$ cat config.mk
export PLATFORM = sky130hd
export DESIGN_NAME = telemetry_frame_deframer_flat
export DESIGN_NICKNAME = d
export VERILOG_FILES = /design/src/design/tfd_pkg.sv /design/src/design/tfd_in_if.sv /design/src/design/tfd_out_if.sv /design/src/design/tfd_in_stage.sv /design/src/design/tfd_parser.sv /design/src/design/tfd_result.sv /design/src/design/telemetry_frame_deframer.sv /design/src/flat_wrapper.sv
export VERILOG_INCLUDE_DIRS = /design/src /design/src/design
export SDC_FILE = /design/constraint.sdc
export NUM_CORES = 1
export LEC_CHECK = 0
export CAP_MARGIN = 25
export CORE_AREA = 5 5 101 197
export DETAILED_ROUTE_END_ITERATION = 8
export DIE_AREA = 0 0 106 202
export DONT_BUFFER_PORTS = 1
export PLACE_DENSITY = 0.86
export SETUP_SLACK_MARGIN = 0.5
export SLEW_MARGIN = 40
export SYNTH_ARGS = -nofsm -noshare
export SYNTH_HDL_FRONTEND = slang
export SYNTH_SLANG_ARGS = --single-unit
$ cat constraint.sdc
create_clock -name clk -period 8.04 [get_ports clk]
set_input_delay 1.608 -clock clk [delete_from_list [all_inputs] [get_ports clk]]
set_output_delay 1.608 -clock clk [all_outputs]
set_load 0.03 [all_outputs]
$ cat src/design/telemetry_frame_deframer_defines.svh
// ----------------------------------------------------------------------------
// Telemetry frame deframer assertion macros
// Shared concurrent assertion forms used by the deframer top level.
// ----------------------------------------------------------------------------
`ifndef TELEMETRY_FRAME_DEFRAMER_DEFINES_SVH
`define TELEMETRY_FRAME_DEFRAMER_DEFINES_SVH

// Same-cycle implication, disabled while reset is asserted
`define TFD_ASSERT_SAME(label, clk, rst_n, ante, cons, msg) \
	label: assert property (@(posedge clk) disable iff (!rst_n) (ante) |-> (cons)) \
		else $error(msg);

// Next-cycle implication, disabled while reset is asserted
`define TFD_ASSERT_NEXT(label, clk, rst_n, ante, cons, msg) \
	label: assert property (@(posedge clk) disable iff (!rst_n) (ante) |=> (cons)) \
		else $error(msg);

`endif

$ cat src/design/tfd_pkg.sv
// ----------------------------------------------------------------------------
// Telemetry frame deframer package
// Types, framing constants and the short-payload lookup.
// ----------------------------------------------------------------------------
package tfd_pkg;

	typedef enum logic [1:0] {
		PHASE_HUNT   = 2'd0,
		PHASE_HEADER = 2'd1,
		PHASE_BODY   = 2'd2
	} phase_t;

	typedef enum logic [1:0] {
		STATUS_OK    = 2'd0,
		STATUS_SHORT = 2'd1,
		STATUS_TRUNC = 2'd2
	} status_t;

	localparam logic [7:0] START_V1 = 8'hFE;
	localparam logic [7:0] START_V2 = 8'hFD;
	localparam logic [9:0] HEADER_V1 = 10'd6;
	localparam logic [9:0] HEADER_V2 = 10'd10;
	localparam logic [9:0] CHECKSUM_BYTES = 10'd2;
	localparam logic [9:0] SIGNATURE_BYTES = 10'd13;
	localparam logic [7:0] SIGNED_FLAG_MASK = 8'h01;

	localparam int NUM_KNOWN = 7;
	localparam logic [23:0] KNOWN_ID [NUM_KNOWN] = '{
		24'd0, 24'd30, 24'd33, 24'd100, 24'd106, 24'd132, 24'd141
	};
	localparam logic [7:0] KNOWN_MIN [NUM_KNOWN] = '{
		8'd9, 8'd16, 8'd20, 8'd26, 8'd44, 8'd10, 8'd24
	};

	// Outcome of one processed beat
	typedef struct packed {
		logic          emit;
		status_t       status;
		logic          version;
		logic [23:0]   ident;
		logic [7:0]    length;
		logic          sig;
	} tfd_event_t;

	// Payload shorter than the minimum of a known message id
	function automatic logic is_short(input logic [23:0] id, input logic [7:0] len);
		logic hit;
		hit = 1'b0;
		for (int i = 0; i < NUM_KNOWN; i++) begin
			if (id == KNOWN_ID[i] && len < KNOWN_MIN[i]) begin
				hit = 1'b1;
			end
		end
		return hit;
	endfunction

endpackage

$ cat src/design/tfd_in_if.sv
// ----------------------------------------------------------------------------
// Deframer byte channel
// Valid/ready channel carrying one capture byte per beat.
// ----------------------------------------------------------------------------
interface tfd_in_if;
	logic       valid;
	logic       ready;
	logic [7:0] data_byte;
	logic       end_of_capture;

	modport source (output valid, output data_byte, output end_of_capture, input ready);
	modport sink (input valid, input data_byte, input end_of_capture, output ready);
endinterface

$ cat src/design/tfd_out_if.sv
// ----------------------------------------------------------------------------
// Deframer record channel
// Valid/ready channel carrying one frame record per beat.
// ----------------------------------------------------------------------------
interface tfd_out_if;
	logic        valid;
	logic        ready;
	logic        protocol_version;
	logic [23:0] message_ident;
	logic [7:0]  payload_length;
	logic        has_signature;
	logic [1:0]  frame_status;
	logic [31:0] frames_total;
	logic [31:0] malformed_total;

	modport source (
		output valid, output protocol_version, output message_ident,
		output payload_length, output has_signature, output frame_status,
		output frames_total, output malformed_total, input ready
	);
	modport sink (
		input valid, input protocol_version, input message_ident,
		input payload_length, input has_signature, input frame_status,
		input frames_total, input malformed_total, output ready
	);
endinterface

$ cat src/design/tfd_in_stage.sv
// ----------------------------------------------------------------------------
// Deframer input stage
// Registers one incoming byte beat ahead of the parser.
// ----------------------------------------------------------------------------
module tfd_in_stage (
	input  logic       clk,
	input  logic       arst_n,
	tfd_in_if.sink     byte_in,
	input  logic       adv,
	output logic       valid_s1,
	output logic [7:0] data_s1,
	output logic       eoc_s1
);

	// Take a beat when the stage is empty or is draining this cycle
	assign byte_in.ready = !valid_s1 || adv;

	// Hold the valid flag
	always_ff @(posedge clk or negedge arst_n) begin
		if (!arst_n) begin
			valid_s1 <= 1'b0;
		end else if (byte_in.ready) begin
			valid_s1 <= byte_in.valid;
		end
	end

	// Capture the byte and its end marker
	always_ff @(posedge clk) begin
		if (byte_in.ready && byte_in.valid) begin
			data_s1 <= byte_in.data_byte;
			eoc_s1  <= byte_in.end_of_capture;
		end
	end

endmodule

$ cat src/design/tfd_parser.sv
// ----------------------------------------------------------------------------
// Deframer frame parser
// Tracks the frame phase and header fields and decides when a record is due.
// ----------------------------------------------------------------------------
module tfd_parser (
	input  logic               clk,
	input  logic               arst_n,
	input  logic               adv,
	input  logic [7:0]         data_s1,
	input  logic               eoc_s1,
	output tfd_pkg::tfd_event_t evt
);
	import tfd_pkg::*;

	phase_t      phase_q, phase_n;
	logic        version_q, version_n;
	logic [8:0]  pos_q, pos_n;
	logic [7:0]  len_q, len_n;
	logic        sig_q, sig_n;
	logic [23:0] id_q, id_n;
	logic [9:0]  hdr;
	logic [9:0]  total;
	logic [9:0]  pos_inc;

	// Work out the next frame state and any record for this beat
	always_comb begin
		phase_n   = phase_q;
		version_n = version_q;
		pos_n     = pos_q;
		len_n     = len_q;
		sig_n     = sig_q;
		id_n      = id_q;
		hdr       = version_q ? HEADER_V2 : HEADER_V1;
		total     = '0;
		pos_inc   = {1'b0, pos_q} + 10'd1;
		evt       = '0;

		case (phase_q)
			PHASE_HUNT: begin
				if (data_s1 inside {START_V1, START_V2}) begin
					version_n = (data_s1 == START_V2);
					len_n     = '0;
					sig_n     = 1'b0;
					id_n      = '0;
					if (eoc_s1) begin
						evt.emit   = 1'b1;
						evt.status = STATUS_TRUNC;
					end else begin
						phase_n = PHASE_HEADER;
						pos_n   = 9'd1;
					end
				end
			end
			default: begin
				// Pick up header fields at their byte positions
				if (pos_q == 9'd1) begin
					len_n = data_s1;
				end else if (version_q) begin
					case (pos_q)
						9'd2: sig_n = |(data_s1 & SIGNED_FLAG_MASK);
						9'd7: id_n[7:0] = data_s1;
						9'd8: id_n[15:8] = data_s1;
						9'd9: id_n[23:16] = data_s1;
						default: ;
					endcase
				end else if (pos_q == 9'd5) begin
					id_n = {16'd0, data_s1};
				end

				total = hdr + {2'b00, len_n} + CHECKSUM_BYTES +
					(sig_n ? SIGNATURE_BYTES : 10'd0);

				if (pos_inc >= total) begin
					// Last byte of the frame
					evt.emit   = 1'b1;
					evt.status = is_short(id_n, len_n) ? STATUS_SHORT : STATUS_OK;
					phase_n    = PHASE_HUNT;
					pos_n      = '0;
				end else if (eoc_s1) begin
					evt.emit   = 1'b1;
					evt.status = STATUS_TRUNC;
					phase_n    = PHASE_HUNT;
					pos_n      = '0;
				end else begin
					pos_n   = pos_inc[8:0];
					phase_n = (pos_inc >= hdr) ? PHASE_BODY : PHASE_HEADER;
				end
			end
		endcase

		evt.version = version_n;
		evt.ident   = id_n;
		evt.length  = len_n;
		evt.sig     = sig_n;
	end

	// Advance the frame state on each processed beat
	always_ff @(posedge clk or negedge arst_n) begin
		if (!arst_n) begin
			phase_q   <= PHASE_HUNT;
			version_q <= 1'b0;
			pos_q     <= '0;
			len_q     <= '0;
			sig_q     <= 1'b0;
			id_q      <= '0;
		end else if (adv) begin
			phase_q   <= phase_n;
			version_q <= version_n;
			pos_q     <= pos_n;
			len_q     <= len_n;
			sig_q     <= sig_n;
			id_q      <= id_n;
		end
	end

endmodule

$ cat src/design/tfd_result.sv
// ----------------------------------------------------------------------------
// Deframer result stage
// Saturating frame counters and the registered record output.
// ----------------------------------------------------------------------------
module tfd_result #(
	parameter int COUNT_WIDTH = 32
) (
	input  logic                clk,
	input  logic                arst_n,
	input  logic                adv,
	input  tfd_pkg::tfd_event_t evt,
	tfd_out_if.source           rec_out
);
	import tfd_pkg::*;

	logic [COUNT_WIDTH-1:0] frames_q, frames_n;
	logic [COUNT_WIDTH-1:0] malformed_q, malformed_n;
	logic                   load;

	assign load = adv && evt.emit;

	// Bump the counters, holding at full scale
	always_comb begin
		frames_n    = frames_q;
		malformed_n = malformed_q;
		if (evt.status != STATUS_TRUNC && frames_q != '1) begin
			frames_n = frames_q + 1'b1;
		end
		if (evt.status != STATUS_OK && malformed_q != '1) begin
			malformed_n = malformed_q + 1'b1;
		end
	end

	always_ff @(posedge clk or negedge arst_n) begin
		if (!arst_n) begin
			frames_q      <= '0;
			malformed_q   <= '0;
			rec_out.valid <= 1'b0;
		end else begin
			if (load) begin
				frames_q    <= frames_n;
				malformed_q <= malformed_n;
			end
			if (load) begin
				rec_out.valid <= 1'b1;
			end else if (rec_out.ready) begin
				rec_out.valid <= 1'b0;
			end
		end
	end

	// Load the record register
	always_ff @(posedge clk) begin
		if (load) begin
			rec_out.protocol_version <= evt.version;
			rec_out.message_ident    <= evt.ident;
			rec_out.payload_length   <= evt.length;
			rec_out.has_signature    <= evt.sig;
			rec_out.frame_status     <= evt.status;
			rec_out.frames_total     <= 32'(frames_n);
			rec_out.malformed_total  <= 32'(malformed_n);
		end
	end

endmodule

$ cat src/design/telemetry_frame_deframer.sv
// ----------------------------------------------------------------------------
// Telemetry frame deframer
// Frames a byte capture as version 1 / version 2 telemetry traffic.
// ----------------------------------------------------------------------------
// Takes one capture byte per beat and emits one record per completed frame, or
// a truncated record when the end-of-capture byte arrives mid-frame. A byte is
// accepted every clock cycle while records are taken; the byte that finishes a
// frame is held in the input register, then the parser writes its record into
// the record register. The record register holds one result, and a full record
// register that is not being taken stalls the parser and so the byte input.
// Frame and malformed counters saturate at 2^COUNT_WIDTH - 1 and are reported
// in their low 32 bits. Checksums and signatures are skipped, not checked.
`include "telemetry_frame_deframer_defines.svh"

module telemetry_frame_deframer #(
	parameter int COUNT_WIDTH = 32
) (
	input  logic      clk,
	input  logic      arst_n,
	tfd_in_if.sink    byte_in,
	tfd_out_if.source rec_out
);
	import tfd_pkg::*;

	logic       valid_s1;
	logic [7:0] data_s1;
	logic       eoc_s1;
	logic       adv;
	tfd_event_t evt;

	// Process the held beat when the record register can take a result
	assign adv = valid_s1 && (!rec_out.valid || rec_out.ready);

	tfd_in_stage u_in_stage (
		.clk      (clk),
		.arst_n   (arst_n),
		.byte_in  (byte_in),
		.adv      (adv),
		.valid_s1 (valid_s1),
		.data_s1  (data_s1),
		.eoc_s1   (eoc_s1)
	);

	tfd_parser u_parser (
		.clk     (clk),
		.arst_n  (arst_n),
		.adv     (adv),
		.data_s1 (data_s1),
		.eoc_s1  (eoc_s1),
		.evt     (evt)
	);

	tfd_result #(
		.COUNT_WIDTH (COUNT_WIDTH)
	) u_result (
		.clk     (clk),
		.arst_n  (arst_n),
		.adv     (adv),
		.evt     (evt),
		.rec_out (rec_out)
	);

	// Checks
	`TFD_ASSERT_SAME(a_stall_holds_parser, clk, arst_n, rec_out.valid && !rec_out.ready, !adv, "parser advanced while record stalled")
	`TFD_ASSERT_SAME(a_ready_only_when_free, clk, arst_n, !byte_in.ready, valid_s1 && !adv, "byte input stalled with free stage")
	`TFD_ASSERT_NEXT(a_counts_hold_idle, clk, arst_n, !(adv && evt.emit), $stable(rec_out.frames_total) && $stable(rec_out.malformed_total), "counters moved without a record")

endmodule

$ cat src/flat_wrapper.sv
// flat-port wrapper written by rule: the top's interface ports become plain ports
module telemetry_frame_deframer_flat import tfd_pkg::*;
#(
	parameter int COUNT_WIDTH = 32
)
  (clk, arst_n, byte_in_valid, byte_in_data_byte, byte_in_end_of_capture, byte_in_ready, rec_out_valid, rec_out_protocol_version, rec_out_message_ident, rec_out_payload_length, rec_out_has_signature, rec_out_frame_status, rec_out_frames_total, rec_out_malformed_total, rec_out_ready);
  tfd_in_if byte_in_i ();
  tfd_out_if rec_out_i ();
  input  logic clk;
  input  logic arst_n;
  input wire logic [$bits(byte_in_i.valid)-1:0] byte_in_valid;
  input wire logic [$bits(byte_in_i.data_byte)-1:0] byte_in_data_byte;
  input wire logic [$bits(byte_in_i.end_of_capture)-1:0] byte_in_end_of_capture;
  output wire logic [$bits(byte_in_i.ready)-1:0] byte_in_ready;
  output wire logic [$bits(rec_out_i.valid)-1:0] rec_out_valid;
  output wire logic [$bits(rec_out_i.protocol_version)-1:0] rec_out_protocol_version;
  output wire logic [$bits(rec_out_i.message_ident)-1:0] rec_out_message_ident;
  output wire logic [$bits(rec_out_i.payload_length)-1:0] rec_out_payload_length;
  output wire logic [$bits(rec_out_i.has_signature)-1:0] rec_out_has_signature;
  output wire logic [$bits(rec_out_i.frame_status)-1:0] rec_out_frame_status;
  output wire logic [$bits(rec_out_i.frames_total)-1:0] rec_out_frames_total;
  output wire logic [$bits(rec_out_i.malformed_total)-1:0] rec_out_malformed_total;
  input wire logic [$bits(rec_out_i.ready)-1:0] rec_out_ready;
  assign byte_in_i.valid = byte_in_valid;
  assign byte_in_i.data_byte = byte_in_data_byte;
  assign byte_in_i.end_of_capture = byte_in_end_of_capture;
  assign byte_in_ready = byte_in_i.ready;
  assign rec_out_valid = rec_out_i.valid;
  assign rec_out_protocol_version = rec_out_i.protocol_version;
  assign rec_out_message_ident = rec_out_i.message_ident;
  assign rec_out_payload_length = rec_out_i.payload_length;
  assign rec_out_has_signature = rec_out_i.has_signature;
  assign rec_out_frame_status = rec_out_i.frame_status;
  assign rec_out_frames_total = rec_out_i.frames_total;
  assign rec_out_malformed_total = rec_out_i.malformed_total;
  assign rec_out_i.ready = rec_out_ready;
  telemetry_frame_deframer #(.COUNT_WIDTH(COUNT_WIDTH)) u_core (.clk(clk), .arst_n(arst_n), .byte_in(byte_in_i), .rec_out(rec_out_i));
endmodule
### After elaboration in Yosys (flattened, before gate mapping)

Cells that the tools add are included.
Widths: inputs -> output; s select.

* register bits: 220
* input port bits: 13
* word-level logic and storage cells: 127

* add/subtract/negate cells: 6
* $lt $le $gt $ge: 9
* equal/unequal tests: 19
* multiplexer cells: 52
* reduce and logical (&&, ||, !) cells: 22

Operator list (count)
* $mux 24: 6
* $add 32x1->32 const B: 2
* $mux 32: 2
* $ne 32x32->1 const B: 2
* $mux 8: 7
* $eq 24x7->1 const B: 2
* $eq 24x8->1 const B: 2
* $mux 9: 5
* $lt 8x5->1 const B: 4
* $eq 24x5->1 const B: 1
* $eq 24x6->1 const B: 1
* $logic_not 24->1: 1
* $ge 10x10->1: 2
* $mux 1: 20
* $eq 9x3->1 const B: 2
* $eq 9x4->1 const B: 2
* $eq 8x8->1 const B: 2
* $lt 8x4->1 const B: 2
* $logic_and 1x1->1: 12
* $mux 2: 6
* $mux 3: 4
* $add 10x2->10 const B: 1
* $add 10x4->10: 1
* $add 10x8->10: 1
* 11 further kinds: 18

### Longest topological paths before layout

* depth after elaboration: 22
* depth in mapped cells: 27

### Modules after synthesis

From an unflattened synthesis, not the netlist that was laid out.

* cells, all modules: 1015
* area, all modules: 11395.9 sq um

Modules (own cells, without submodules)
* tfd_result: times used 1, cells each 584, area each 7417.1 sq um, seq. area each 4629.4 sq um
* tfd_parser: times used 1, cells each 416, area each 3643.5 sq um, seq. area each 1126.1 sq um
* tfd_in_stage: times used 1, cells each 13, area each 324.1 sq um, seq. area each 295.3 sq um
* telemetry_frame_deframer: times used 1, cells each 2, area each 11.3 sq um, seq. area each 0.0 sq um

### Worst setup path before layout

Ideal clock, no wire load.

* kind: reg2reg
* start: reg u_core.u_parser.pos_q[7]
* end: reg u_core.u_result.malformed_q[10]
* library setup time: 130 ps
* arrival: 6417 ps
* required time: 7910 ps
* slack: 1494 ps
* stages on the path, launching flop included: 27
* buffers on the path: 5
* period minus slack after synthesis: 6546 ps
* cell sequence: dfrtp_1 -> buf_2 -> nor4_4 -> and4_1 -> buf_4 -> clkbuf_1 -> nand2_1 -> nand2_1 -> fa_1 -> ha_1 -> inv_1 -> fa_1 -> nor2b_1 -> o21ai_0 -> nand2b_1 -> xor2_1 -> ha_1 -> and4_1 -> o21ai_0 -> o221ai_1 -> a211oi_1 -> or2_1 -> clkbuf_1 -> inv_1 -> buf_2 -> o211ai_1 -> xnor2_1

RTL lines
* from (decl): line tfd_parser.sv:17 `logic [8:0] pos_q, pos_n;`
* from (signal assigned): line tfd_parser.sv:109 `pos_q <= pos_n;`
* branches (longest 7 deep; another with $add 10x8->10)
* $ge 10x10->1 (*): line tfd_parser.sv:73 `if (pos_inc >= total) begin`
* $mux 3 (*): line tfd_parser.sv:73
* $mux 3 (*): line tfd_parser.sv:38 `case (phase_q)`
* $logic_and 1x1->1 (*): line tfd_result.sv:20 `assign load = adv && evt.emit;`
* via u_core.u_result.load: line tfd_result.sv:18 `logic load;`
* to (signal assigned): line tfd_result.sv:42 `malformed_q <= malformed_n;`
* to (decl): line tfd_result.sv:17 `logic [COUNT_WIDTH-1:0] malformed_q, malformed_n;`

Mark *: on every way through the listed nets, which the timed path passes. The select of a mux whose other input is x is not followed.
A chain may end at the register's enable or synchronous reset.

### Worst setup path after layout

* start: reg u_core.u_parser.pos_q[6]
* end: reg u_core.u_result.rec_out.malformed_total[30], data pin

* word-level cells in the longest chain between the ends: 22

Ends and longest elaborated chain
* branches (longest 17 deep; another with $add 10x8->10)
* $mux 3 (*): line tfd_parser.sv:73
* $mux 3 (*): line tfd_parser.sv:38
* $reduce_bool 2->1 (*): line tfd_result.sv:29 `if (evt.status != STATUS_OK && malformed_q != '1) begin`
* $logic_and 1x1->1 (*): line tfd_result.sv:29
* $mux 32 (*): line tfd_result.sv:29
* via u_core.u_result.malformed_n[30]: line tfd_result.sv:17
* to (signal assigned): line tfd_result.sv:61 `rec_out.malformed_total <= 32'(malformed_n);`
* to (decl): line tfd_out_if.sv:19 `output frames_total, output malformed_total, input ready`

Marks and branches as above.

==> impl_results.md <==
* Seq cells post-synth at 220
* Power share of the clock group at 0.381
* Antenna cell count at 0
* Synth Flop Type: dfrtp_1
* Slew Limit Headroom at 0.447
* Gr usage total at 0.244
* Worst-path clk slew at around 70 ps
* GRT overflow at 0
* Status: finished, final reports clean
* Adder-Cell Fraction of Synth Area at 0.0331
* DIE AREA at around 0.021 mm²
* Comb power frac at 0.130
* Ys async rst share at 0.505
* Seq. cell area at around 0.0061 mm²
* Fillers at about 1,300
* Final non-filler cell total at between 1,000 and 1,500
* Post-CTS setup buffer count at 0
* Core area at 0.0182 mm²
* WP data arrival at 6670 ps
* Hold Buf Count CTS at 0
* Synthesized cell area at about 0.011 mm²
* Post-synth EDFFs at around 110
* Final Wtd Congestion at 0.957
* Largest net degree at the start of global routing at 112
* Initial core utilization at 0.627
* Flop pwr share at 0.489
* Yosys top cell area share at 0.287
* Antenna violations before repair at 0
* Clock buffer depth at 3
* Synth Area in Compound Gates at 0.131
* Die width at around 110 µm
* Setup_tns at 0 ps
* Final setup violation count at 0
* Clock buffer count from CTS at 20
* Largest family of logic cells by synthesized area: simple AND/OR/NAND/NOR gates
* Crit. End Element: flip-flop
* Static Leak at roughly 5.2 nW
* Synthesized area per cell at 11.4 µm²
* Post-CTS sizing at 0
* Slowest stage delay, CP at around 540 ps
* Critical Path RT at 8300 ps
* Power per cell area at ~210 mW/mm²
* Final net count at 1,021
* Cell area after layout at roughly 0.012 mm²
* Vias in the first global route at between 8,000 and 9,000
* First-pass GRT wire length at between 40,000 and 50,000 µm
* Share of cells above drive strength 1 at 0.0906
* HPWL after DPL at 18,300 µm
* XOR/XNOR Fraction of Synth Area at 0.104
* DP Area at approximately 0.012 mm²
* First-pass iteration count of the detailed router at 5
* 1st-iter DRT viols at just under 500
* Via density at 6.57
* Tcrit/Tclk final at 0.798
* Synth area leader: edfxtp_1
* CTS HTree Levels at 1
* WL/cell at roughly 21 µm
* Main area contributors after synthesis: edfxtp_1, dfrtp_1, xor2_1
* Syn Nets at between 1,000 and 1,500
* Peak VDD IR at between 0.0002 and 0.00025 V
* Max-Cap Viols at 0
* Clk sink count at between 200 and 250
* Mux cell area share after synthesis at 0.0329
* Post-route ant nets at 0
* Syn Inst Count at between 900 and 1,000
* Chip height at roughly 200 µm
* Synth Area in Simple Gates at 0.138
* Fin crit period at roughly 6400 ps
* Final count of pins violating max slew at 0
* Critical path type: flip-flop to flip-flop
* WHS at just over 500 ps
* Sequential element share of the synthesized area at 0.530
* Core Rows at 70
* I/O pins at ~120
* Vias at 7,948
* Drt total wl at approximately 26,000 µm
* Area growth syn-to-layout at 7.07%
* Switching power total at 0.656 mW
* DRC at 0
* Slowest cell on crit path: and2_2
* Critical Path Source Type: flip-flop
* Worst hold path type: flip-flop to flip-flop
* CTS tree: done
* Sw frac at 0.256
* Worst-skew pair later-pin latency at 510 ps
* Area occupied by multi-input gates at roughly 0.0050 mm²
* Worst Max-Slew Pin Slew at approximately 830 ps
* Final Hold Vio Count at 0
* Root Buffer: clkbuf_16
* Buffers added on ports at 0
* CP Cell Sequence: nor4_4 > nand4_1 > nand2_1 > nand2_1 > fa_1 > ha_1 > ha_1 > a21o_1 > a21oi_1 > nor2b_1 > o21ai_0 > xor2_1 > nand2_1 > o21ai_0 > ha_1 > o21ai_0 > nor2b_1 > o2111ai_1 > and2_2 > buf_4 > a21oi_1 > mux2_2
* Netlist cell types at 68
* RSZ-0062 raised after global routing: false
* Pint at around 1.9 mW
* Synthesis Warnings at 0
* Fmax at approximately 160 MHz
* Critical-path maximum fanout at 29
* Placed cells at 1,173
* Clock Skew at 29.1 ps
power by group through the flow:
stage	clock (mW)	sequential, mW	combinational (mW)
2_1_floorplan	0	1.24	0.265
3_3_place_gp	0	1.27	0.318
3_5_place_dp	0	1.27	0.327
4_1_cts	0.991	1.25	0.331
5_1_grt	1.04	1.25	0.376
6_report	0.975	1.25	0.333
cell usage in the layout, fill, tap and decap left out, types with 11 or more instances in the layout:
cell type	instances
edfxtp_1	109
dfrtp_1	111
inv_1	27
a22o_1	56
xnor2_1	46
a21oi_1	30
mux2_2	19
xor2_1	89
ha_1	27
nand2_1	70
mux2i_1	15
nand4_1	25
buf_4	11
nor3_1	26
nand3_1	37
clkbuf_16	20
and3_1	19
o21ai_0	24
a211oi_1	25
nand2b_1	11
nor2_1	51
logic make-up (layout without fill, tap and decap cells):
group | count (synthesis) | in the layout
fa+ha+maj | 29 | 29
buf+inv | 80 | 76
simple gates | 300 | 300
xor+xnor | 135 | 135
mux | 35 | 35
compound gates | 198 | 198
flops | 220 | 220
worst max-delay path: cells and delay by family (launching register included):
family	cells	cell delay [ps]
compound gates	7	1270
xor+xnor	1	100
fa+ha+maj	4	1400
buf+inv	1	420
flops	1	520
mux	1	280
simple gates	8	2170
state kept, by name, summed over array words and instances (netlist names), 8 cells and up:
| register | flops |
|---|---|
| u_core.u_in_stage.data_s1 | 8 |
| u_core.u_parser.id_q | 24 |
| u_core.u_parser.len_q | 8 |
| u_core.u_parser.pos_q | 9 |
| u_core.u_result.frames_q | 32 |
| u_core.u_result.malformed_q | 32 |
| u_core.u_result.rec_out.frames_total | 32 |
| u_core.u_result.rec_out.malformed_total | 32 |
| u_core.u_result.rec_out.message_ident | 24 |
| u_core.u_result.rec_out.payload_length | 8 |
area by class of cell:
cell class	instances	area share
multi-input cells	697	0.411
well taps	216	0.0221
inverters	29	0.00911
clock buffers	26	0.0436
flip-flops and latches	220	0.495
repair buffers	11	0.00676
clock inverters	10	0.0120
stage by stage:
stage	power [mW]	worst slack [ps]	utilization
2_1_floorplan	1.51	1490	-
3_3_place_gp	1.59	1800	0.633
3_5_place_dp	1.60	1680	0.633
4_1_cts	2.57	1680	0.671
5_1_grt	2.68	1130	0.671
6_report	2.56	1630	0.671
layer usage:
layer  wire, µm  vias to the layer above  global-route usage  share of wire
met2      13500                      304               0.437           0.52
met1       9270                     3896               0.270           0.36
li1           -                     3643                   -              -
met5          0                        -                   0              0
met3       1300                      105              0.0342          0.050
met4       1800                        0               0.149          0.069
synth_stat cells (all sizes together), types with 6 or more instances:
cell and instances:
nand4 25, and2 6, and4 8, edfxtp 109, o211ai 6, and3 19
mux2 20, a22o 56, nor2b 7, nor2 52, xnor2 46, clkbuf 31
nand2b 11, or4 7, xor2 89, nor3 27, a21oi 32, dfrtp 111
buf 20, ha 27, inv 29, mux2i 15, a211oi 35, nand2 71
or3 6, nand3 37, o21ai 35
worst paths after layout:
kind | start | endpoint | slack, ps | depth (start not counted)
min reg2reg | u_core.u_result.frames_q[23] | u_core.u_result.frames_q[23] | 510 | 1
max in group asynchronous | arst_n | u_core.u_parser.len_q[6] | 7040 | 0
min in group asynchronous | arst_n | u_core.u_parser.id_q[8] | 800 | 0
min | u_core.u_result.frames_q[23] | u_core.u_result.frames_q[23] | 510 | 1
max | u_core.u_parser.pos_q[6] | u_core.u_result.rec_out.malformed_total[30] | 1630 | 22
max reg2reg | u_core.u_parser.pos_q[6] | u_core.u_result.rec_out.malformed_total[30] | 1630 | 22
Power figures use the tool's default switching activity.
